$ cat config.mk
export PLATFORM = sky130hd
export DESIGN_NAME = lifo_stack_with_reverse
export DESIGN_NICKNAME = d
export VERILOG_FILES = /design/src/rtl/lsr_pkg.sv /design/src/rtl/lsr_ram.sv /design/src/rtl/lifo_stack_with_reverse.sv
export VERILOG_INCLUDE_DIRS = /design/src /design/src/rtl
export SDC_FILE = /design/constraint.sdc
export NUM_CORES = 1
export LEC_CHECK = 0
export BUFFER_PORTS_ARGS = -buffer_cell sky130_fd_sc_hd__buf_2
export CAP_MARGIN = 10
export CORE_AREA = 2 2 227 285
export CTS_CLUSTER_SIZE = 28
export DETAILED_ROUTE_END_ITERATION = 16
export DIE_AREA = 0 0 229 287
export PLACE_DENSITY = 0.62
export SLEW_MARGIN = 20
export SYNTH_ARGS = -nofsm -noshare
export SYNTH_HDL_FRONTEND = slang
export SYNTH_HIERARCHICAL = 1
export SYNTH_SLANG_ARGS = --single-unit
$ cat constraint.sdc
create_clock -name clk -period 8.4 [get_ports clk]
set_clock_uncertainty 0.05 [all_clocks]
set_input_delay 0.42 -clock clk [delete_from_list [all_inputs] [get_ports clk]]
set_output_delay 0.42 -clock clk [all_outputs]
set_load 0.02 [all_outputs]
$ cat src/rtl/assert_macros.svh
// Assertion macros shared by the RTL modules.
`ifndef ASSERT_MACROS_SVH
`define ASSERT_MACROS_SVH
`ifndef SYNTHESIS
`define AST_CHECK(lbl, clk, rstn, prop, msg) \
  lbl: assert property (@(posedge clk) disable iff (!rstn) prop) else $error(msg);
`define AST_NEVER(lbl, clk, rstn, cond, msg) \
  lbl: assert property (@(posedge clk) disable iff (!rstn) !(cond)) else $error(msg);
`else
`define AST_CHECK(lbl, clk, rstn, prop, msg)
`define AST_NEVER(lbl, clk, rstn, cond, msg)
`endif
`endif

$ cat src/rtl/lsr_pkg.sv
// Shared widths, operation codes and status codes for the LIFO stack.
package lsr_pkg;
  localparam int DATA_W          = 32;
  localparam int KIND_W          = 2;
  localparam int STATUS_W        = 2;
  localparam int DEPTH_W         = 5;
  localparam int STACK_DEPTH_DEF = 16;

  typedef logic [KIND_W-1:0]   kind_t;
  typedef logic [STATUS_W-1:0] status_t;

  localparam kind_t KIND_PUSH    = 2'd0;
  localparam kind_t KIND_POP     = 2'd1;
  localparam kind_t KIND_PEEK    = 2'd2;
  localparam kind_t KIND_REVERSE = 2'd3;

  localparam status_t ST_OK    = 2'd0;
  localparam status_t ST_UNDER = 2'd1;
  localparam status_t ST_OVER  = 2'd2;
endpackage

$ cat src/rtl/lsr_ram.sv
// Stack storage: one write port, two registered read ports.
module lsr_ram
  import lsr_pkg::*;
#(
  parameter int DEPTH = STACK_DEPTH_DEF,
  parameter int AW    = $clog2(DEPTH)
) (
  input  logic              clk,
  input  logic              we,
  input  logic [AW-1:0]     waddr,
  input  logic [DATA_W-1:0] wdata,
  input  logic [AW-1:0]     raddr_a,
  input  logic [AW-1:0]     raddr_b,
  output logic [DATA_W-1:0] rdata_a,
  output logic [DATA_W-1:0] rdata_b
);
  logic [DATA_W-1:0] mem [DEPTH];

  always_ff @(posedge clk) begin
    if (we) begin
      mem[waddr] <= wdata;
    end
  end

  always_ff @(posedge clk) begin
    rdata_a <= mem[raddr_a];
    rdata_b <= mem[raddr_b];
  end
endmodule

$ cat src/rtl/lifo_stack_with_reverse.sv
// Top level: bounded LIFO stack of 32-bit words with push, pop, peek and reverse.
// Push, errors and a reverse of fewer than two entries: result in the cycle after accept.
// Pop and peek: registered memory read in state S_RD, then the result is registered; busy while in S_RD.
// Reverse of n entries: floor(n/2) swaps, each a read, a low write and a high write (S_SW_RD, S_SW_WLO, S_SW_WHI).
// Sync active-low reset empties the stack; storage contents are not cleared.
// Results are strobed on out_valid for one cycle; the receiver cannot stall.
`include "assert_macros.svh"
module lifo_stack_with_reverse
  import lsr_pkg::*;
#(
  parameter int STACK_DEPTH = STACK_DEPTH_DEF
) (
  input  logic                     clk,
  input  logic                     rst_n,
  input  logic                     start,
  output logic                     busy,
  input  logic [KIND_W-1:0]        in_kind,
  input  logic signed [DATA_W-1:0] in_value,
  output logic                     out_valid,
  output logic signed [DATA_W-1:0] out_data,
  output logic [STATUS_W-1:0]      out_status,
  output logic [DEPTH_W-1:0]       out_depth_now
);
  localparam int AW = $clog2(STACK_DEPTH);
  localparam int CW = $clog2(STACK_DEPTH + 1);

  localparam logic [2:0] S_IDLE   = 3'd0;
  localparam logic [2:0] S_RD     = 3'd1;
  localparam logic [2:0] S_SW_RD  = 3'd2;
  localparam logic [2:0] S_SW_WLO = 3'd3;
  localparam logic [2:0] S_SW_WHI = 3'd4;

  logic [2:0]        state_r, state_nxt;
  logic [CW-1:0]     count_r, count_nxt;
  logic [AW-1:0]     lo_r, lo_nxt, hi_r, hi_nxt;
  logic [DATA_W-1:0] tmp_r, tmp_nxt;
  logic              valid_r, valid_nxt;
  logic [DATA_W-1:0] data_r, data_nxt;
  status_t           status_r, status_nxt;
  logic [DEPTH_W-1:0] depth_r, depth_nxt;

  logic              accept, full, empty;
  logic [CW-1:0]     count_dec;
  logic [AW:0]       lo_plus2;
  logic [31:0]       cnt_ext;
  logic              we;
  logic [AW-1:0]     waddr, raddr_a;
  logic [DATA_W-1:0] wdata, rdata_a, rdata_b;

  assign busy      = (state_r != S_IDLE);
  assign accept    = start && !busy;
  assign full      = (count_r == CW'(STACK_DEPTH));
  assign empty     = (count_r == '0);
  assign count_dec = count_r - CW'(1);
  assign lo_plus2  = {1'b0, lo_r} + (AW+1)'(2);

  lsr_ram #(.DEPTH(STACK_DEPTH), .AW(AW)) u_ram (
    .clk     (clk),
    .we      (we),
    .waddr   (waddr),
    .wdata   (wdata),
    .raddr_a (raddr_a),
    .raddr_b (hi_r),
    .rdata_a (rdata_a),
    .rdata_b (rdata_b)
  );

  always_comb begin
    raddr_a = (state_r == S_SW_RD) ? lo_r : count_dec[AW-1:0];
    we      = 1'b0;
    waddr   = count_r[AW-1:0];
    wdata   = in_value;
    unique case (state_r)
      S_IDLE: begin
        we = accept && (in_kind == KIND_PUSH) && !full;
      end
      S_SW_WLO: begin
        we    = 1'b1;
        waddr = lo_r;
        wdata = rdata_b;
      end
      S_SW_WHI: begin
        we    = 1'b1;
        waddr = hi_r;
        wdata = tmp_r;
      end
      default: begin
        we = 1'b0;
      end
    endcase
  end

  always_comb begin
    state_nxt  = state_r;
    count_nxt  = count_r;
    lo_nxt     = lo_r;
    hi_nxt     = hi_r;
    tmp_nxt    = tmp_r;
    valid_nxt  = 1'b0;
    data_nxt   = '0;
    status_nxt = ST_OK;
    cnt_ext    = 32'(count_r);
    unique case (state_r)
      S_IDLE: begin
        if (accept) begin
          unique case (in_kind)
            KIND_PUSH: begin
              valid_nxt = 1'b1;
              if (full) begin
                status_nxt = ST_OVER;
              end else begin
                count_nxt = count_r + CW'(1);
              end
            end
            KIND_POP, KIND_PEEK: begin
              if (empty) begin
                valid_nxt  = 1'b1;
                status_nxt = ST_UNDER;
              end else begin
                state_nxt = S_RD;
                if (in_kind == KIND_POP) begin
                  count_nxt = count_dec;
                end
              end
            end
            default: begin
              if (count_r > CW'(1)) begin
                lo_nxt    = '0;
                hi_nxt    = count_dec[AW-1:0];
                state_nxt = S_SW_RD;
              end else begin
                valid_nxt = 1'b1;
              end
            end
          endcase
          cnt_ext = 32'(count_nxt);
        end
      end
      S_RD: begin
        valid_nxt = 1'b1;
        data_nxt  = rdata_a;
        state_nxt = S_IDLE;
      end
      S_SW_RD: begin
        state_nxt = S_SW_WLO;
      end
      S_SW_WLO: begin
        tmp_nxt   = rdata_a;
        state_nxt = S_SW_WHI;
      end
      S_SW_WHI: begin
        lo_nxt = lo_r + AW'(1);
        hi_nxt = hi_r - AW'(1);
        if (lo_plus2 < {1'b0, hi_r}) begin
          state_nxt = S_SW_RD;
        end else begin
          valid_nxt = 1'b1;
          state_nxt = S_IDLE;
        end
      end
      default: begin
        state_nxt = S_IDLE;
      end
    endcase
    depth_nxt = cnt_ext[DEPTH_W-1:0];
  end

  always_ff @(posedge clk) begin
    if (!rst_n) begin
      state_r <= S_IDLE;
      count_r <= '0;
      valid_r <= 1'b0;
    end else begin
      state_r <= state_nxt;
      count_r <= count_nxt;
      valid_r <= valid_nxt;
    end
  end

  always_ff @(posedge clk) begin
    lo_r     <= lo_nxt;
    hi_r     <= hi_nxt;
    tmp_r    <= tmp_nxt;
    data_r   <= data_nxt;
    status_r <= status_nxt;
    depth_r  <= depth_nxt;
  end

  assign out_valid     = valid_r;
  assign out_data      = data_r;
  assign out_status    = status_r;
  assign out_depth_now = depth_r;

  `AST_CHECK(a_count_bound, clk, rst_n, count_r <= CW'(STACK_DEPTH), "count beyond depth")
  `AST_CHECK(a_push_ok, clk, rst_n, accept && in_kind == KIND_PUSH && !full |=> out_valid && out_status == ST_OK && count_r == $past(count_r) + CW'(1), "push not completed")
  `AST_CHECK(a_pop_under, clk, rst_n, accept && in_kind == KIND_POP && empty |=> out_valid && out_status == ST_UNDER && $stable(count_r), "underflow not flagged")
  `AST_NEVER(a_swap_quiet, clk, rst_n, (state_r == S_SW_WLO || state_r == S_SW_WHI) && out_valid, "result during swap")
  `AST_CHECK(a_swap_count, clk, rst_n, state_r == S_SW_RD || state_r == S_SW_WLO || state_r == S_SW_WHI |=> $stable(count_r), "count moved during reverse")
endmodule
# ---- After elaboration in Yosys (flattened, before gate mapping)
# Memory sizes are Yosys's and may differ from the RTL's. A register that Yosys moved wholly into a read port is not among the register bits.
# Index checks and enable logic that the tools add are counted.
dict set report totals {
  in_bits 37
  output_inout_bits 41
  register_bits 88
  word_cells 81
  n_memories 1
  ramBits 512
}
# memory depth word_bits read_ports rd_ports_with_merged_regs wr line
set memory_table {}
lappend memory_table {u_ram.mem 16 32 2 2 1 lsr_ram.sv:17} ;# logic [DATA_W-1:0] mem [DEPTH];
dict set report op_classes {
  mux 35
  n_lt_le_gt_ge 2
  addsub 5
  reduce_logical 16
  eq_ne 13
}
# op count
set op_table {}
lappend op_table {{32-bit case mux with 2 select lines} 1}
lappend op_table {{4-bit 2-to-1 mux} 7}
lappend op_table {{5-bit 2-to-1 mux} 5}
lappend op_table {{4-bit case mux with 2 select lines} 3}
lappend op_table {{3-bit case mux with 4 select lines} 1}
lappend op_table {{5-bit case mux with 2 select lines} 1}
lappend op_table {{3-bit 2-to-1 mux} 3}
lappend op_table {{2-bit inequality test, second input constant} 4}
lappend op_table {{4-bit AND reduction} 2}
lappend op_table {{1-bit 2-to-1 mux} 7}
lappend op_table {{3-bit by 2-bit == test with 1-bit output, second input constant} 2}
lappend op_table {{3-bit case mux with 2 select lines} 1}
lappend op_table {{4-bit by 2-bit adder with 5-bit output, second input constant} 1}
lappend op_table {{5-bit by 1-bit adder with 5-bit output, second input constant} 1}
lappend op_table {{5-bit == test, second input constant} 1}
lappend op_table {{5-bit by 1-bit > comparator with 1-bit output, second input constant} 1}
lappend op_table {{5-bit logical NOT} 1}
lappend op_table {{5-bit by 4-bit less-than comparator with 1-bit output} 1}
lappend op_table {{5-bit by 1-bit subtractor with 5-bit output, second input constant} 1}
lappend op_table {{4-bit by 1-bit adder with 4-bit output, second input constant} 1}
lappend op_table {{2-bit 2-to-1 mux} 2}
lappend op_table {{1-bit case mux with 2 select lines} 2}
lappend op_table {{2-bit case mux with 2 select lines} 1}
lappend op_table {{2-bit OR reduction} 2}
lappend op_table {{16 further kinds} 19}

# ---- Longest topological paths before layout
dict set report logic_depth {
  ltp_word 8
  depth_mapped 10
  depth_no_buf 9
}

# ---- By module
# Netlist, hierarchy kept.
# mod instances seq_area_each_um2 area_per_inst_um2 cells_per_inst
set by_module_without_submodules {}
lappend by_module_without_submodules {lsr_ram 1 16656.0 24203.2 1141}
lappend by_module_without_submodules {lifo_stack_with_reverse 1 2162.1 3921.3 384}

# ---- Worst setup path before layout
# Ideal clock, no wire load.
dict set report synth_path {
  kind {flip-flop to flip-flop}
  start {register state_r[0]}
  end {memory u_ram.mem[0][0], enable pin}
  n_path_buf 3
  slack_ns 3.822
  required_time_ns 7.889
  arrival_ns 4.067
  stages_incl_launch_ff 10
  setup_ns 0.461
  synth_period_minus_slack_ns 4.578
  cell_sequence {dfxtp_1 -> nor2_1 -> and2_1 -> clkbuf_1 -> buf_2 -> buf_2 -> a22oi_1 -> nand2_1 -> or3b_2 -> nor3_1}
}
dict set report synth_between {
  elab_cells_between_ends 13
  classes_between {eq/ne: 2; mux: 4; reduce/logical: 7}
}
# item line
set synth_rtl {}
lappend synth_rtl {{from (decl)} lifo_stack_with_reverse.sv:33} ;# logic [2:0] state_r, state_nxt;
lappend synth_rtl {{from (signal assigned)} lifo_stack_with_reverse.sv:174} ;# state_r <= state_nxt;
lappend synth_rtl {{3-bit == test or 3-bit by 2-bit == test with 1-bit output (tied branches)} lifo_stack_with_reverse.sv:73} ;# unique case (state_r)
lappend synth_rtl {{4-bit case mux with 2 select lines *} lifo_stack_with_reverse.sv:73}
lappend synth_rtl {{net waddr[3]} lifo_stack_with_reverse.sv:47} ;# logic [AW-1:0] waddr, raddr_a;
lappend synth_rtl {{to (decl)} lsr_ram.sv:17}
# Mark *: on every way through the listed nets, which the timed path passes. The rest lies on a longest branch.

# ---- Worst setup path after layout
dict set report layout_path {
  start {register state_r[1]}
  end {memory u_ram.mem[9][27], enable pin}
}
dict set report layout_between {
  elab_chain_len 8
  elab_cells_between_ends 13
  classes_between {eq/ne: 2; mux: 4; reduce/logical: 7}
}
# item line
set layout_rtl {}
lappend layout_rtl {{3-bit nonzero test} lifo_stack_with_reverse.sv:50} ;# assign busy = (state_r != S_IDLE);
lappend layout_rtl {{1-bit logical NOT} lifo_stack_with_reverse.sv:51} ;# assign accept = start && !busy;
lappend layout_rtl {{1-bit logical AND} lifo_stack_with_reverse.sv:51}
lappend layout_rtl {{1-bit logical AND (2 in a row)} lifo_stack_with_reverse.sv:75} ;# we = accept && (in_kind == KIND_PUSH) && !full;
lappend layout_rtl {{1-bit case mux with 2 select lines *} lifo_stack_with_reverse.sv:73}
lappend layout_rtl {{net we} lifo_stack_with_reverse.sv:46} ;# logic we;
lappend layout_rtl {{1-bit 2-to-1 mux *} lsr_ram.sv:20} ;# if (we) begin
lappend layout_rtl {{1-bit 2-to-1 mux (implied by the code) *} lsr_ram.sv:21} ;# mem[waddr] <= wdata;
# Marks and branches as above.

==> results.toml <==
[run_status]
status = "completed"

[logic_synthesis]
synth_fa_ha_area_frac = 0.006228
yosys.area.top_type = "edfxtp_1"
synth_mux_area_frac = 0.2058
syn-num-nets = 1576
synthFlopType = "edfxtp_1"
async_reset_ff_frac = 0
yosysSeqAreaShare = 0.6691
synth-seq-cells = 664
avgSynthCellArea_um2 = 18.44
synth-compound-area-share = 0.05387
syn-cell-area_mm2 = 0.02812
synthTopCellsByArea = "edfxtp_1 (59%), mux4_2 (21%), dfxtp_1 (8.0%)"
ys_types = 57
synth_top_family_by_area = "multiplexers"
synth-edff-count = 552
yosys.area.top_type_share = 0.5894
synthSimpleGateAreaFrac = 0.04222
synthCells = 1525
synth_most_common_cell = "edfxtp_1"
synth_commonest_cells = "edfxtp_1 (552), mux4_2 (256), a22oi_1 (162)"
yosys_warnings = 6
synth_xor_area_frac = 0.002180

[sta]
max_slew_margin = 0.2356
setup_ws_ns = 4.277
period_needed_ns = 4.123
max_freq_mhz = 242.5
worst_slew_pin_slew_ns = 1.147
finalHoldViolCount = 0
rsz0062_at_grt = "false"
finalMaxSlewViolations = 0
setup_tns_ns = 0
period_share = 0.4908
finalSetupViolCount = 0

[finish]
insertedDiodeCount = 0
fill_cells = 5163
design_area_mm2 = 0.03171
layout.cells.non_filler = 2492
layout.nets = 1652
drive_above_1_share = 0.3021
syn2layout_area_growth_pct = 12.75

[floorplan]
core_area_mm2 = 0.06289
die_y_um = 287
io_pins = 78
initial_core_util = 0.4472
die_area_mm2 = 0.06572
placementRows = 103
dieWidth_um = 229

[placed_design]
placed_area_mm2 = 0.02957
port_buffers = 77
gp_congestion = 0.7928
pre_cts_ws_ns = 4.247
post-dp-hpwl_um = 39620
dp_cells = 2373

[critical_path]
start_kind = "flip-flop"
worst-endpoint-required_ns = 8.58
slowest_stage = "nor2_4"
critPathMostFrequentCell = "buf_4"
reg2reg_depth = 8
r2r-start = "state_r[1]"
critPathBufInv = 4
reg2reg_slack_ns = 4.28
critPathMaxStageDelay_ns = 0.74
critical-path-top-delay-family = "buffers and inverters"
timing.critical_path.to_type = "flip-flop"
cp_max_fo = 38
rr_endpoint = "u_ram/mem[9][27]"
worstPathCellList = "inv_2, nor3b_4, buf_4, buf_4, or2_2, nand3b_1, nor2_4, buf_4"
crit_type = "flip-flop to flip-flop"
cp.arrival_ns = 4.30

[cts]
clk_latency_ns = 0.60
cts_sinks = 664
clk_path_buf_depth = 3
h-tree-depth = 3
cts_setup_buffers = 0
post_cts_resized = 0
cts.clk_slew.worst_paths_ns = 0.06
cts_buffers = 66
cts_root_buffer = "clkbuf_16"
cts_tree = "yes"
holdBufCountCts = 0

[hold_path]
min_to = "out_valid"
worstHoldStart = "rst_n"
hp-class = "input port to flip-flop"
hold_depth = 2

[global_routing]
use_met1 = 0.2910
grt_first_pass_wirelength_um = 106300
overflow = 0
antenna_found_initial = 2
grt_use_met3 = 0.03373
grt-busiest-layer = "met2"
grt_usage = 0.2202
grt_pass1_vias = 16340
gr-usage-met2 = 0.3742
grt_max_degree = 131

[drt]
wirelength_um = 71170
viasPerCell = 6.197
wl_per_cell_um = 28.56
final_antenna_net_count = 0
vias = 15440
dr.first_iter.drc_count = 1546
drc_errors = 0
first_pass_iters = 8

[pwr]
peakVddDrop_mv = 0.1149
p_leak_nw = 10.75
total_power_mw = 7.138
p_per_area_mw_per_mm2 = 225.1

[job]
maxCapViolations = 0
-- cells in the final DEF (no fill, tap or decap), types with 15 or more instances in the layout --
master	instances
edfxtp_1	552
mux4_2	256
a22oi_1	162
nand2_1	143
dfxtp_1	112
buf_2	77
clkbuf_16	69
and2_1	36
buf_4	35
clkbuf_1	24
nor2_1	19
nor2_4	15
-- power by group --
part	internal, mW	switching, mW	total, mW
Combinational	0.200	0.302	0.502
Clock	1.73	1.22	2.95
Sequential	3.64	0.0434	3.68
-- worst reg2reg max path, delay by kind of cell, from the launching register on --
family	cells	cell delay, ns
buffers and inverters	4	1.69
AND/OR/NAND/NOR	4	1.49
flip-flops	1	0.51
-- metal layers --
| layer | vias to the layer above | share of wire |
|---|---|---|
| met5 | - | 0 |
| met4 | 0 | 0.029 |
| met3 | 125 | 0.070 |
| met2 | 646 | 0.50 |
| met1 | 8211 | 0.40 |
| li1 | 6461 | - |
-- per-stage QoR --
stage | util | hold WS [ns]
CTS | 0.5042 | 0.06562
global route | 0.5042 | 0.08611
detailed placement | 0.4702 | 0.3611
floorplan | - | 0.3500
finish | 0.5042 | 0.1066
global placement | 0.4697 | 0.3566
-- logic make-up (layout without fill, tap and decap cells) --
logic type               after synthesis  count (layout)
AND/OR/NAND/NOR                      254             254
flip-flops                           664             664
adder cells (fa/ha/maj)               14              14
multiplexers                         258             258
AO/OA/AOI/OAI                        206             206
buffers and inverters                122             249
XOR/XNOR                               7               7
-- worst max-delay path by stage --
stage / startpoint / to / slack, ns / depth (start not counted)
after floorplan: state_r[0] / u_ram/mem[0][0] / 3.82 / 9
after global placement: count_r[0] / u_ram/mem[1][8] / 4.32 / 8
after detailed placement: state_r[1] / u_ram/mem[9][26] / 4.25 / 8
after CTS: state_r[1] / u_ram/mem[9][27] / 4.22 / 8
after global routing: state_r[1] / u_ram/mem[9][27] / 4.09 / 8
final: state_r[1] / u_ram/mem[9][27] / 4.28 / 8
-- layout make-up --
cell class / count / area [um^2] / area share
well taps: 840 / 1051 / 0.03314
inverters: 15 / 56.30 / 0.001776
flip-flops and latches: 664 / 18820 / 0.5934
clock buffers: 100 / 1913 / 0.06033
clock inverters: 19 / 225.2 / 0.007102
repair buffers: 115 / 715.7 / 0.02257
multi-input cells: 739 / 8931 / 0.2816
-- registers in the layout (all words and copies together) (netlist names) --
signal,cells
count_r,5
u_ram/rdata_a,32
state_r,3
out_valid,1
u_ram/mem,512
u_ram/rdata_b,32
hi_r,4
out_data,32
out_status,2
tmp_r,32
lo_r,4
out_depth_now,5
Note: power is estimated with default switching activity, not from simulation.
